<file path="src/rtl/sec_pkg.sv">
// Shared types, register codes and arithmetic helpers for the sensor ensemble combiner.
// Used by every module in rtl/; depends on nothing else.
package sec_pkg;

  localparam int MAX_CHILDREN      = 4;
  localparam int DEF_CHILD_COUNT   = 4;
  localparam int CFG_INDEX_W       = 3;
  localparam int CFG_DATA_W        = 64;

  // Register indexes on the configuration port.
  localparam logic [CFG_INDEX_W-1:0] CFG_MODE    = 3'd0;
  localparam logic [CFG_INDEX_W-1:0] CFG_CHILD_A = 3'd1;
  localparam logic [CFG_INDEX_W-1:0] CFG_CHILD_D = 3'd4;
  localparam logic [CFG_INDEX_W-1:0] CFG_OUTER   = 3'd5;

  // Reduction codes; codes above MODE_PROD yield a zero raw result.
  localparam logic [2:0] MODE_MIN  = 3'd0;
  localparam logic [2:0] MODE_MAX  = 3'd1;
  localparam logic [2:0] MODE_AVG  = 3'd2;
  localparam logic [2:0] MODE_SUM  = 3'd3;
  localparam logic [2:0] MODE_PROD = 3'd4;
  localparam logic [2:0] MODE_RESET = MODE_SUM;

  typedef logic [63:0] coeff_t;
  localparam coeff_t COEFF_RESET = 64'h7FFF_8000_0000_0100;

  localparam logic signed [31:0] ACC_MAX = 32'sh7FFF_FFFF;
  localparam logic signed [31:0] ACC_MIN = -32'sh7FFF_FFFF - 32'sd1;
  localparam logic signed [31:0] ACC_ONE = 32'sd256;

  function automatic logic signed [15:0] c_scale(input coeff_t c);
    return c[15:0];
  endfunction
  function automatic logic signed [15:0] c_offset(input coeff_t c);
    return c[31:16];
  endfunction
  function automatic logic signed [15:0] c_lo(input coeff_t c);
    return c[47:32];
  endfunction
  function automatic logic signed [15:0] c_hi(input coeff_t c);
    return c[63:48];
  endfunction

  // Offset then clamp; a lower bound above the upper bound ends at the upper one.
  function automatic logic signed [15:0] offset_clamp(input logic signed [39:0] x,
                                                      input coeff_t c);
    logic signed [40:0] v;
    v = 41'(x) + 41'(c_offset(c));
    if (v < 41'(c_lo(c))) v = 41'(c_lo(c));
    if (v > 41'(c_hi(c))) v = 41'(c_hi(c));
    return v[15:0];
  endfunction

  function automatic logic signed [31:0] sat40(input logic signed [39:0] x);
    logic signed [31:0] r;
    if (x > 40'(ACC_MAX)) r = ACC_MAX;
    else if (x < 40'(ACC_MIN)) r = ACC_MIN;
    else r = x[31:0];
    return r;
  endfunction

  // One reduction step of a live value into the accumulator.
  function automatic logic signed [31:0] reduce_step(input logic [2:0] mode,
                                                     input logic signed [31:0] acc,
                                                     input logic signed [15:0] v);
    logic signed [47:0] p;
    logic signed [39:0] s;
    logic signed [31:0] r;
    p = acc * v;
    s = 40'(acc) + 40'(v);
    unique case (mode)
      MODE_MIN:  r = (32'(v) < acc) ? 32'(v) : acc;
      MODE_MAX:  r = (32'(v) > acc) ? 32'(v) : acc;
      MODE_AVG,
      MODE_SUM:  r = sat40(s);
      MODE_PROD: r = sat40(p[47:8]);
      default:   r = '0;
    endcase
    return r;
  endfunction

endpackage

</file>
<file path="src/rtl/sec_lane.sv">
// One child lane: scale, then offset and clamp, in two pipeline stages.
// Depends on sec_pkg.
module sec_lane
  import sec_pkg::*;
(
  input  logic               clk,
  input  logic               en,
  input  logic signed [15:0] reading,
  input  logic               live,
  input  coeff_t             coeff,
  output logic signed [15:0] value,
  output logic               live_o
);

  logic signed [31:0] prod_r;
  logic               live1_r;
  logic signed [15:0] value_r;
  logic               live2_r;

  always_ff @(posedge clk) begin
    if (en) begin
      prod_r  <= reading * c_scale(coeff);
      live1_r <= live;
      // Arithmetic shift gives the floor of the division by 256.
      value_r <= offset_clamp(40'(prod_r >>> 8), coeff);
      live2_r <= live1_r;
    end
  end

  assign value  = value_r;
  assign live_o = live2_r;

endmodule

</file>
<file path="config.mk">
export PLATFORM = sky130hd
export DESIGN_NAME = sec_lane
export DESIGN_NICKNAME = d
export VERILOG_FILES = /design/src/rtl/sec_pkg.sv /design/src/rtl/sec_lane.sv
export SDC_FILE = /design/constraint.sdc
export NUM_CORES = 1
export LEC_CHECK = 0
export ABC_AREA = 1
export BUFFER_PORTS_ARGS = -buffer_cell sky130_fd_sc_hd__clkbuf_2
export CELL_PAD_IN_SITES_DETAIL_PLACEMENT = 0
export CELL_PAD_IN_SITES_GLOBAL_PLACEMENT = 1
export CORE_UTILIZATION = 51
export DETAILED_ROUTE_END_ITERATION = 8
export HOLD_SLACK_MARGIN = 0.05
export PLACE_DENSITY_LB_ADDON = 0.1
export SYNTH_ARGS = -nofsm -noshare
export SYNTH_HDL_FRONTEND = slang
export SYNTH_SLANG_ARGS = --single-unit
</file>
<file path="constraint.sdc">
create_clock -name clk -period 19.3 [get_ports clk]
set_input_delay 2.895 -clock clk [delete_from_list [all_inputs] [get_ports clk]]
set_output_delay 2.895 -clock clk [all_outputs]
set_load 0.1 [all_outputs]
</file>
-- After elaboration in Yosys (flattened, before gate mapping)
Cells that the tools add are included.
- add/sub/neg operators: 1
- $mul: 1
- magnitude comparators: 2
- muxes and demuxes: 3
- operators by type and width (cell ; number):
    41-bit 2-to-1 mux ; 2
    41-bit by 16-bit greater-than comparator with 1-bit output ; 1
    16-bit by 16-bit multiplier with 32-bit output ; 1
    24-bit by 16-bit adder with 25-bit output ; 1
    25-bit by 16-bit less-than comparator with 1-bit output ; 1
    16-bit 2-to-1 mux ; 1
- flip-flop bits (word level): 50
- output and inout port bits: 17
- word-level logic and storage cells: 11

-- Depth between registers and ports, before layout
- word-level depth: 6
- mapped depth: 40
- mapped depth without buffers: 38

-- Worst setup path after synthesis
Ideal clock, no wire load.
- path type: input -> register
- start point: in coeff[6]
- end point: reg prod_r[28], data pin
- setup time: 0.252 ns
- arrival time: 7.973 ns
- path slack: 11.075 ns
- stages on the path: 23
- path through: clkbuf_1 > clkbuf_1 > nand2_1 > fa_1 > inv_1 > fa_1 > inv_1 > fa_1 > inv_1 > fa_1 > inv_1 > fa_1 > inv_1 > fa_1 > ha_1 > nand2_1 > nor2_1 > inv_1 > nor2_1 > nand3_1 > or2_2 > nand3_1 > nand2_1
- word-level cells in the longest chain between the ends: 1
- RTL lines (element ; line ; RTL):
    start, declared ; sec_lane.sv:10 ; input coeff_t coeff,
    16-bit by 16-bit multiplier with 32-bit output ; sec_lane.sv:22 ; prod_r <= reading * c_scale(coeff);
    end signal, assigned ; sec_lane.sv:22 ;
    end, declared ; sec_lane.sv:15 ; logic signed [31:0] prod_r;
Every way passes these cells.
A chain may end at the register's enable or synchronous reset.

-- Worst setup path in the final report
- start point: in coeff[16]
- end point: reg value_r[6] (netlist: value[6]), data pin
- word-level cells in the longest chain between the ends: 6
- RTL lines (element ; line ; RTL):
    24-bit by 16-bit adder with 25-bit output * ; sec_pkg.sv:48 ; v = 41'(x) + 41'(c_offset(c));
    25-bit by 16-bit less-than comparator with 1-bit output ; sec_pkg.sv:49 ; if (v < 41'(c_lo(c))) v = 41'(c_lo(c));
    41-bit 2-to-1 mux * ; sec_pkg.sv:49 ;
    41-bit 2-to-1 mux * ; sec_lane.sv:21 ; if (en) begin
    41-bit by 16-bit greater-than comparator with 1-bit output ; sec_pkg.sv:50 ; if (v > 41'(c_hi(c))) v = 41'(c_hi(c));
    16-bit 2-to-1 mux * ; sec_pkg.sv:50 ;
    end signal, assigned ; sec_lane.sv:25 ; value_r <= offset_clamp(40'(prod_r >>> 8), coeff);
    end, declared ; sec_lane.sv:17 ; logic signed [15:0] value_r;
Every way passes the cells marked *; elsewhere a longest branch is shown, timed or not. The select of a mux whose other input is x is not followed.

==> impl_metrics.toml <==
[worst_hold_path]
hp-start = "live1_r"
hold_class = "flip-flop to flip-flop"
whs_endpoint = "live_o"
min_path_cells = 0

[placed_design]
portBuffers = 99
gp_congestion = 0.920
hpwl_um = 34200

[clock_network]
hold_buffers = 0
cts_root_buf = "clkbuf_16"
cts.clk_slew.worst_paths_ns = 0.06
clk_latency_ns = 0.30
cts_made_buffers = 5
cts_sinks = 42
cts_setup_buffers = 0
htreeDepth = 2
clock_path_buffers = 2
cts_tree = "built"
post_cts_resized = 0

[synthesis]
seq_area_frac_synth_pct = 8.38
synth_edf_count = 42
synthArstFlopShare_pct = 0
yosys.area_share.adder_pct = 47.5
ys.flop_type = "edfxtp_1"
synthSimpleGateAreaFrac_pct = 22.6
syn_nets = 2524
synthMuxAreaShare_pct = 0
synth_top_family_by_area = "adder cells"
synthXorXnorAreaFrac_pct = 1.80
avgSynthCellArea_um2 = 7.42
netlist_area_um2 = 15000
synth.distinct_cells = 34
netlist_instances = 2027
ys_seq_elements = 42
synth_compound_area_share_pct = 4.75
yosys_warnings = 0

[timing]
setup_viol = 0
fin_crit_sh_pct = 45.7
fmax_mhz = 113
slew_violations = 0
fin_skew_ns = 0.00774
fin_setup_tns_ns = 0
period_minus_slack_ns = 8.81
tightest_slew_ns = 1.06
hold_viol = 0
rsz0062_at_grt = "false"
slew-limit-headroom_pct = 29.0

[floorplanning]
die_y_um = 174
coreArea_um2 = 28900
die_x_um = 174
start_util_pct = 52.1
rows = 62
num_io_pins = 100
die-area_um2 = 30200

[setup_path]
reg2reg_from = "prod_r[8]"
cp_common_cell = "nand2_1"
cp_slowest_cell = "nand2_1"
path_class = "input port to flip-flop"
arrival_ns = 8.86
r2r_slack_ns = 12.76
reg2reg_depth = 30
cpPeakStageDelay_ns = 0.60
cp_num_buf_inv = 3
path_depth = 31
cp_max_fo = 19
crit_start = "coeff[16]"
critPathRequiredTime_ns = 19.35
endpoint_kind = "flip-flop"
rr_endpoint = "value[6]"
crit_family = "simple AND/OR/NAND/NOR gates"
start_kind = "input port"

[route]
drt-total-wl_um = 39900
drtPass1Iterations = 5
wl_per_cell_um = 16.2
antenna_left = 0
avgViaCountPerCell = 5.11
drt-initial-drc-count = 721
dr_total_vias = 12600
drc = 0

[finish]
multi_input_area_um2 = 11500
diodes = 0
drive_above_1_share_pct = 6.20
fillCellCount = 2876
area.growth.synth_to_final_pct = 5.98
layout_common_cells = "nand2_1 (551), inv_1 (541), fa_1 (262), ha_1 (152), nand3_1 (102)"
final_core_util_pct = 55.2
seq_area_um2 = 1260
layout_commonest_cell = "nand2_1"
finalNetCount = 2578

[global_routing]
grt_pass1_wl_um = 66200
grt_pass1_vias = 13100
grt_max_degree = 43
grt_overflow = 0
track_usage_pct = 27.7
antenna_found_initial = 0

[job]
maxCapViolCount = 0

[status]
status = "finished clean"
## cell usage after synthesis (2+ instances only)
| library cell | n | area (um^2) |
|---|---|---|
| ha_1 | 152 | 1900 |
| xor2_1 | 20 | 175 |
| nand3_1 | 102 | 510 |
| or2_2 | 16 | 100 |
| a21oi_1 | 68 | 340 |
| o21ai_0 | 41 | 205 |
| nor3_1 | 14 | 70.1 |
| and2_1 | 14 | 87.6 |
| nor4_1 | 4 | 25.0 |
| a31oi_1 | 7 | 43.8 |
| buf_6 | 2 | 22.5 |
| fa_1 | 262 | 5250 |
| nand2_2 | 3 | 18.8 |
| nand3b_1 | 7 | 52.6 |
| a21o_1 | 10 | 75.1 |
| xnor2_1 | 11 | 96.3 |
| buf_4 | 2 | 15.0 |
| clkbuf_1 | 47 | 176 |
| edfxtp_1 | 42 | 1260 |
| nor2_1 | 80 | 300 |
| nand2_1 | 551 | 2070 |
| nand4_1 | 19 | 119 |
| inv_1 | 541 | 2030 |
| o211ai_1 | 2 | 15.0 |
## area by class of cell
cell class / count / share of cell area [%]
clock buffer: 6 / 0.808
clock inverter: 2 / 0.0863
inverter: 541 / 12.7
multi-input combinational: 1392 / 72.3
sequential: 42 / 7.91
tap: 384 / 3.01
timing repair buffer: 99 / 3.11
## how the worst max path moves through the flow
| stage | endpoint | slack [ns] |
|---|---|---|
| floorplan | prod_r[28] | 11.07 |
| global placement | value[11] | 10.36 |
| detailed placement | value[6] | 10.24 |
| CTS | value[6] | 10.57 |
| global route | value[9] | 9.88 |
| finish | value[6] | 10.49 |
## kinds of logic after synthesis
group | after synthesis
AO/OA/AOI/OAI | 132
XOR/XNOR | 31
AND/OR/NAND/NOR | 815
buffers and inverters | 593
flip-flops | 42
adder cells (fa/ha/maj) | 414
## sequential cells by signal (all words and copies together), names as in the netlist
name     cells
live1_r      1
value       16
prod_r      24
live_o       1
## metal layers
layer,track usage (%),wire [um],up-vias
met5,0,0,-
met4,7.05,757,0
met3,2.59,2050,42
met2,49.7,19800,348
met1,35.8,17300,6060
li1,-,-,6148
## worst register-to-register path, delay by kind of cell (launching register included)
family / cells / cell delay, ns
AO/OA/AOI/OAI: 2 / 0.25
XOR/XNOR: 1 / 0.30
adder cells (fa/ha/maj): 4 / 1.34
buffers and inverters: 2 / 0.14
flip-flops: 1 / 0.41
AND/OR/NAND/NOR: 21 / 3.86
## through the flow
stage / instance area [um^2] / instances / hold WS, ns / worst slack (ns)
after floorplan: 15000 / 2027 / 0.400 / 11.07
after global placement: 15800 / 2458 / 0.401 / 10.36
after detailed placement: 15800 / 2458 / 0.405 / 10.24
after CTS: 15900 / 2466 / 0.419 / 10.57
after global routing: 15900 / 2466 / 0.422 / 9.88
final: 15900 / 2466 / 0.419 / 10.49
Power is not shown: default switching activity piles up to over one toggle a cycle in this logic, so the estimate is an artifact.
