### src/rtl/sec_pkg.sv
// Shared types, register codes and arithmetic helpers for the sensor ensemble combiner.
// Used by every module in rtl/; depends on nothing else.
package sec_pkg;

  localparam int MAX_CHILDREN      = 4;
  localparam int DEF_CHILD_COUNT   = 4;
  localparam int CFG_INDEX_W       = 3;
  localparam int CFG_DATA_W        = 64;

  // Register indexes on the configuration port.
  localparam logic [CFG_INDEX_W-1:0] CFG_MODE    = 3'd0;
  localparam logic [CFG_INDEX_W-1:0] CFG_CHILD_A = 3'd1;
  localparam logic [CFG_INDEX_W-1:0] CFG_CHILD_D = 3'd4;
  localparam logic [CFG_INDEX_W-1:0] CFG_OUTER   = 3'd5;

  // Reduction codes; codes above MODE_PROD yield a zero raw result.
  localparam logic [2:0] MODE_MIN  = 3'd0;
  localparam logic [2:0] MODE_MAX  = 3'd1;
  localparam logic [2:0] MODE_AVG  = 3'd2;
  localparam logic [2:0] MODE_SUM  = 3'd3;
  localparam logic [2:0] MODE_PROD = 3'd4;
  localparam logic [2:0] MODE_RESET = MODE_SUM;

  typedef logic [63:0] coeff_t;
  localparam coeff_t COEFF_RESET = 64'h7FFF_8000_0000_0100;

  localparam logic signed [31:0] ACC_MAX = 32'sh7FFF_FFFF;
  localparam logic signed [31:0] ACC_MIN = -32'sh7FFF_FFFF - 32'sd1;
  localparam logic signed [31:0] ACC_ONE = 32'sd256;

  function automatic logic signed [15:0] c_scale(input coeff_t c);
    return c[15:0];
  endfunction
  function automatic logic signed [15:0] c_offset(input coeff_t c);
    return c[31:16];
  endfunction
  function automatic logic signed [15:0] c_lo(input coeff_t c);
    return c[47:32];
  endfunction
  function automatic logic signed [15:0] c_hi(input coeff_t c);
    return c[63:48];
  endfunction

  // Offset then clamp; a lower bound above the upper bound ends at the upper one.
  function automatic logic signed [15:0] offset_clamp(input logic signed [39:0] x,
                                                      input coeff_t c);
    logic signed [40:0] v;
    v = 41'(x) + 41'(c_offset(c));
    if (v < 41'(c_lo(c))) v = 41'(c_lo(c));
    if (v > 41'(c_hi(c))) v = 41'(c_hi(c));
    return v[15:0];
  endfunction

  function automatic logic signed [31:0] sat40(input logic signed [39:0] x);
    logic signed [31:0] r;
    if (x > 40'(ACC_MAX)) r = ACC_MAX;
    else if (x < 40'(ACC_MIN)) r = ACC_MIN;
    else r = x[31:0];
    return r;
  endfunction

  // One reduction step of a live value into the accumulator.
  function automatic logic signed [31:0] reduce_step(input logic [2:0] mode,
                                                     input logic signed [31:0] acc,
                                                     input logic signed [15:0] v);
    logic signed [47:0] p;
    logic signed [39:0] s;
    logic signed [31:0] r;
    p = acc * v;
    s = 40'(acc) + 40'(v);
    unique case (mode)
      MODE_MIN:  r = (32'(v) < acc) ? 32'(v) : acc;
      MODE_MAX:  r = (32'(v) > acc) ? 32'(v) : acc;
      MODE_AVG,
      MODE_SUM:  r = sat40(s);
      MODE_PROD: r = sat40(p[47:8]);
      default:   r = '0;
    endcase
    return r;
  endfunction

endpackage

### src/rtl/sec_outer.sv
// Final stages: raw result (average division), then outer scale, offset and clamp.
// Depends on sec_pkg.
module sec_outer
  import sec_pkg::*;
(
  input  logic               clk,
  input  logic               en,
  input  logic [2:0]         mode,
  input  coeff_t             outer,
  input  logic signed [31:0] acc,
  input  logic [2:0]         count,
  output logic signed [15:0] value,
  output logic [2:0]         count_o
);

  localparam logic [17:0] RECIP3 = 18'd174763; // ceil(2^19 / 3)

  logic signed [31:0] raw_r;
  logic signed [47:0] mult_r;
  logic signed [15:0] value_r;
  logic [2:0]         cnt1_r, cnt2_r, cnt3_r;

  logic [17:0]        mag;
  logic [17:0]        quo;
  logic [35:0]        q3;
  logic signed [31:0] raw_nxt;

  // The average's sum never exceeds 18 bits, so the division works on its magnitude.
  always_comb begin
    mag = acc[31] ? 18'(-acc) : acc[17:0];
    q3  = mag * RECIP3;
    unique case (count)
      3'd2:    quo = mag >> 1;
      3'd3:    quo = 18'(q3[35:19]);
      3'd4:    quo = mag >> 2;
      default: quo = mag;
    endcase
    if (count == '0 || mode > MODE_PROD) raw_nxt = '0;
    else if (mode == MODE_AVG) raw_nxt = acc[31] ? -32'(quo) : 32'(quo);
    else raw_nxt = acc;
  end

  always_ff @(posedge clk) begin
    if (en) begin
      raw_r   <= raw_nxt;
      cnt1_r  <= count;
      mult_r  <= raw_r * c_scale(outer);
      cnt2_r  <= cnt1_r;
      value_r <= offset_clamp(mult_r[47:8], outer);
      cnt3_r  <= cnt2_r;
    end
  end

  assign value   = value_r;
  assign count_o = cnt3_r;

endmodule

### config.mk
export PLATFORM = sky130hd
export DESIGN_NAME = sec_outer
export DESIGN_NICKNAME = d
export VERILOG_FILES = /design/src/rtl/sec_pkg.sv /design/src/rtl/sec_outer.sv
export SDC_FILE = /design/constraint.sdc
export NUM_CORES = 2
export LEC_CHECK = 0
export BUFFER_PORTS_ARGS = -buffer_cell sky130_fd_sc_hd__buf_4
export CAP_MARGIN = 40
export CORE_ASPECT_RATIO = 1.75
export CORE_MARGIN = 2
export CORE_UTILIZATION = 55
export CTS_CLUSTER_DIAMETER = 100
export DETAILED_ROUTE_END_ITERATION = 16
export PLACE_DENSITY = 0.71
export SLEW_MARGIN = 40
export SYNTH_ARGS = -nofsm -noshare
export SYNTH_HDL_FRONTEND = slang
export SYNTH_SLANG_ARGS = --single-unit
### constraint.sdc
create_clock -name clk -period 18 [get_ports clk]
set_clock_uncertainty 0.15 [all_clocks]
set_input_delay 0.9 -clock clk [delete_from_list [all_inputs] [get_ports clk]]
set_output_delay 0.9 -clock clk [all_outputs]
set_load 0.05 [all_outputs]
Yosys cells after proc, flatten, opt, wreduce, memory -nomap -nowiden
Cells that the tools add are included.
{ "word_totals": {"ff_bits": 105, "word_cells": 27, "n_memories": 0, "romBits": 0, "input_bits": 104, "output_inout_bits": 19, "ram_bits": 0, "latch_bits": 0} }
{ "op_classes": {"muxes": 7, "mul": 2, "n_lt_le_gt_ge": 3, "shift": 0, "n_bitwise": 0, "eq_ne": 4, "add_sub_neg": 3, "div": 0, "n_reduce_logical": 2} }
{ "ops": {"columns": ["cell", "count"], "rows": [
  ["41-bit two-way mux", 2],
  ["32-bit two-way mux", 2],
  ["18-bit one-hot mux with 3 select lines", 1],
  ["32-bit by 16-bit multiplier with 48-bit output", 1],
  ["40-bit by 16-bit adder with 41-bit output", 1],
  ["41-bit by 16-bit greater-than comparator with 1-bit output", 1],
  ["41-bit by 16-bit less-than comparator with 1-bit output", 1],
  ["18-bit by 18-bit multiplier with 36-bit output, second input constant", 1],
  ["18-bit negation with 32-bit output", 1],
  ["18-bit two-way mux", 1],
  ["18-bit negation", 1],
  ["16-bit two-way mux", 1],
  ["3-bit by 2-bit equality test with 1-bit output, second input constant", 3],
  ["3-bit equality test, second input constant", 1],
  ["3-bit greater-than comparator, second input constant", 1],
  ["3-bit zero test", 1],
  ["1-bit logical OR", 1]
]} }

Longest topological paths before layout
{ "logic_depth": {"depth_word": 7, "ltp_mapped": 39, "mapped_depth_nobuf": 36} }

Least setup slack after synthesis
OpenSTA, ideal clock, no wires.
{ "synth_timing": {"path_kind": "input-to-reg", "startpoint": "input acc[0]", "endpoint": "register raw_r[22], data pin", "slack_ns": 9.507, "n_path_buf": 2, "stages": 29, "t_required_ns": 17.596, "setup_time_ns": 0.254, "arrival_ns": 8.089, "path_cell_list": "buf_2 -> inv_1 -> ha_1 -> nor3b_1 -> a31oi_1 -> xor2_1 -> xor2_1 -> ha_1 -> inv_1 -> fa_1 -> inv_1 -> fa_1 -> fa_1 -> inv_1 -> fa_1 -> inv_1 -> ha_1 -> buf_2 -> a21oi_1 -> o21ai_1 -> nor3_1 -> a311oi_1 -> or3_1 -> a31oi_2 -> nand3b_4 -> or2_1 -> nor4b_4 -> a31oi_2 -> a21o_1"} }
{ "synth_between": {"elab_chain_len": 7} }
{ "synth_rtl": {"columns": ["item", "line", "source"], "rows": [
  ["from (decl)", "sec_outer.sv:10", "input logic signed [31:0] acc,"],
  ["18-bit negation", "sec_outer.sv:30", "mag = acc[31] ? 18'(-acc) : acc[17:0];"],
  ["18-bit two-way mux *", "sec_outer.sv:30", null],
  ["18-bit by 18-bit multiplier with 36-bit output", "sec_outer.sv:31", "q3 = mag * RECIP3;"],
  ["18-bit one-hot mux with 3 select lines *", "sec_outer.sv:32", "unique case (count)"],
  ["18-bit negation with 32-bit output *", "sec_outer.sv:39", "else if (mode == MODE_AVG) raw_nxt = acc[31] ? -32'(quo) : 32'(quo);"],
  ["32-bit two-way mux * (2 in a row)", "sec_outer.sv:39", null],
  ["to (signal assigned)", "sec_outer.sv:45", "raw_r <= raw_nxt;"],
  ["to (decl)", "sec_outer.sv:18", "logic signed [31:0] raw_r;"]
]} }
Every way passes the cells marked *; elsewhere a longest branch is shown, timed or not.
A chain may end at the register's enable or synchronous reset.

Worst setup path after layout
{ "layout_timing": {"startpoint": "input acc[0]", "endpoint": "register raw_r[29], data pin"} }
Same word-level chain as after synthesis.

==> summary.txt <==
Critical path
  • CP top delay family: adder cells
  • Worst Setup SP: acc[0]
  • CP Max Fanout: 14
  • CP Data Arrival Time: 9.43 ns
  • Worst path required time: 18.00 ns
  • Worst setup EP type: flip-flop
  • Startpoint types: input pin
  • CP bufs+invs: 5
  • WS Path Type: input pin to flip-flop
  • Cell mode on critical path: fa_1
  • Critical path's largest stage delay: 0.58 ns
  • Reg2reg start: mult_r[8]
  • Slowest-stage cell, CP: a31oi_1

Clocking
  • Clock Latency Late Sink: 0.40 ns
  • CTS clk-pin slew, worst paths: 0.08 ns
  • Hold-fix buffers, CTS: 0
  • Post-CTS Setup Inserts: 0
  • H-tree depth: 3
  • Longest Clk Path Bufs: 2
  • Sink Count: 97
  • PostCTS Resize Cnt: 0
  • CTS tree: done
  • CTS buffer count: 9
  • CTS root buf: clkbuf_16

Detailed routing
  • Via count: 25730
  • DRC: 0
  • Initial DRC count: 1367
  • Antenna viol nets, final: 0
  • DR pass1 iterations: 9
  • Routed wire length: 97.0 mm
  • Post-DR wirelength/cell: 21.9 µm
  • Drt via density: 5.81

STA
  • Final max-slew violation count: 0
  • Setup TNS: 0 ns
  • RSZ-0062 raised after global routing: no
  • Worst slew pin tran: 0.933 ns
  • Period utilisation layout: 0.524
  • Fmax achieved: 106 MHz
  • Hold Vio Cnt, Final: 0
  • Slew headroom: 0.378
  • Final setup viols: 0
  • Fin crit period: 9.42 ns

Synth
  • Area contributors post-synth: fa_1, ha_1, inv_1
  • Synth top area share: 0.364
  • FFs w/ async S/R, synth: 0
  • Syn avg cell area: 9.09 µm²
  • Post-synth cell types: 91
  • Warnings, synthesis: 0
  • Top cell type by total area after synthesis: fa_1
  • Cell Area, Synth: 0.0328 mm²
  • Synth Flop Type: edfxtp_1
  • Gate Count Post-Synth: 3603
  • Register area share after synthesis: 0.0889
  • EDFF count, synth: 97
  • #FFs+latches synth: 97
  • Syn nets: 4687

Global routing
  • Number of global-route vias before repair: 28222
  • Global-route wire length before repair: 151 mm
  • Initial antenna violation count: 5
  • Global-route usage over all layers: 0.325
  • Pin count of the biggest net entering global routing: 61
  • GR Overflow Total: 0

Worst hold path
  • Worst min-delay path class: flip-flop to flip-flop
  • Hold Crit Start: cnt2_r[1]

Layout
  • Layout cells sized above 1: 0.0708
  • Layout area overhead: 6.02%
  • Nets@finish: 4724

Floorplanning
  • Starting Density: 0.555
  • Die width: 188 µm
  • Core area: 0.0591 mm²
  • FP Rows: 118
  • Ports: 123
  • Die area: 0.0616 mm²
  • Vert. Die Dim: 327 µm

Placement
  • Hpwl dp: 80.8 mm
  • PortBufs: 122
  • Final GP Congestion: 1.00

Flow run
  • Max-cap viol count: 0

Outcome
  • Status: finished clean
synth_stat cells, drive strengths merged (7+ instances only):
master  instances
a211o          13
a211oi          8
a21o           76
a21oi         133
a221oi         10
a31o            7
a31oi          17
and2          164
and3           18
and4            8
buf            15
clkbuf        109
edfxtp         97
fa            595
ha            385
inv           793
mux2           37
mux2i          12
nand2         432
nand2b         72
nand3          34
nand4          35
nand4b          7
nor2           91
nor2b          19
nor3           30
nor4           10
o211ai         20
o21a           25
o21ai          87
o21bai         13
o31ai          11
or2             9
xnor2          76
xor2           35
sequential cells by signal, summed over array words and instances (netlist names):
name     cells
mult_r      40
raw_r       32
value       16
cnt1_r       3
cnt2_r       3
count_o      3
cell type report:
| cell class | instances | area, µm² |
|---|---|---|
| repair buffers | 150 | 1140 |
| well taps | 780 | 976 |
| fillers | 5298 | 24300 |
| inverters | 793 | 2980 |
| multi-input cells | 2589 | 26400 |
| clock inverters | 7 | 83.8 |
| clock buffers | 9 | 225 |
| flip-flops and latches | 97 | 2910 |
| diodes | 2 | 5.00 |
worst register-to-register path: cells and delay by family (launching register included):
kind            cells  cell delay (ns)
fa+ha+maj           4             1.23
xor+xnor            1             0.20
mux                 2             0.80
simple gates        7             0.83
compound gates     21             4.17
buf+inv             2             0.66
flops               1             0.40
kinds of logic after synthesis:
logic type	share of synthesized area
adders and majority gates	0.511
AOI/OAI and AO/OA	0.101
xor gates and xnor gates	0.0297
buffers and inverters	0.106
DFF	0.0889
muxes	0.0164
and+or+nand+nor	0.148
path summary, 6_finish.rpt:
check	to	cells after the start	slack, ns
min	count_o[1]	0	0.28
max reg2reg	value[9]	37	9.27
max	raw_r[29]	27	8.58
min reg2reg	count_o[1]	0	0.28
layer usage:
metal | GRT usage | up-vias | part of all wire
li1 | - | 11518 | -
met5 | 0 | - | 0.00026
met3 | 0.0398 | 417 | 0.051
met1 | 0.308 | 12789 | 0.31
met4 | 0.268 | 4 | 0.095
met2 | 0.617 | 1002 | 0.54
stage by stage:
stage	hold slack (ns)	setup slack, ns	cell area, µm²	util	std cells
3_3_place_gp	0.251	8.35	34400	0.582	4408
5_1_grt	0.296	8.29	34700	0.588	4425
2_1_floorplan	0.250	9.51	32800	-	3603
6_report	0.281	8.58	34700	0.588	4427
4_1_cts	0.284	8.63	34700	0.588	4424
3_5_place_dp	0.259	8.24	34400	0.582	4408
placed cells by master (no fill, tap or decap), types with 15 or more instances in the layout:
| cell | instances |
|---|---|
| inv_1 | 791 |
| fa_1 | 595 |
| nand2_1 | 432 |
| ha_1 | 384 |
| and2_1 | 164 |
| buf_4 | 149 |
| a21oi_1 | 133 |
| edfxtp_1 | 97 |
| nor2_1 | 89 |
| a21o_1 | 76 |
| o21ai_0 | 76 |
| xnor2_1 | 75 |
| nand2b_1 | 72 |
| mux2_2 | 37 |
| nand4_1 | 35 |
| xor2_1 | 35 |
| nand3_1 | 33 |
| nor3_1 | 28 |
| o21a_1 | 25 |
| nor2b_1 | 19 |
| and3_1 | 18 |
| o211ai_1 | 18 |
| a31oi_1 | 15 |
Power is left out: the tool's default activity adds up to more than one toggle a clock period on the data nets, which glitch-free logic cannot reach.
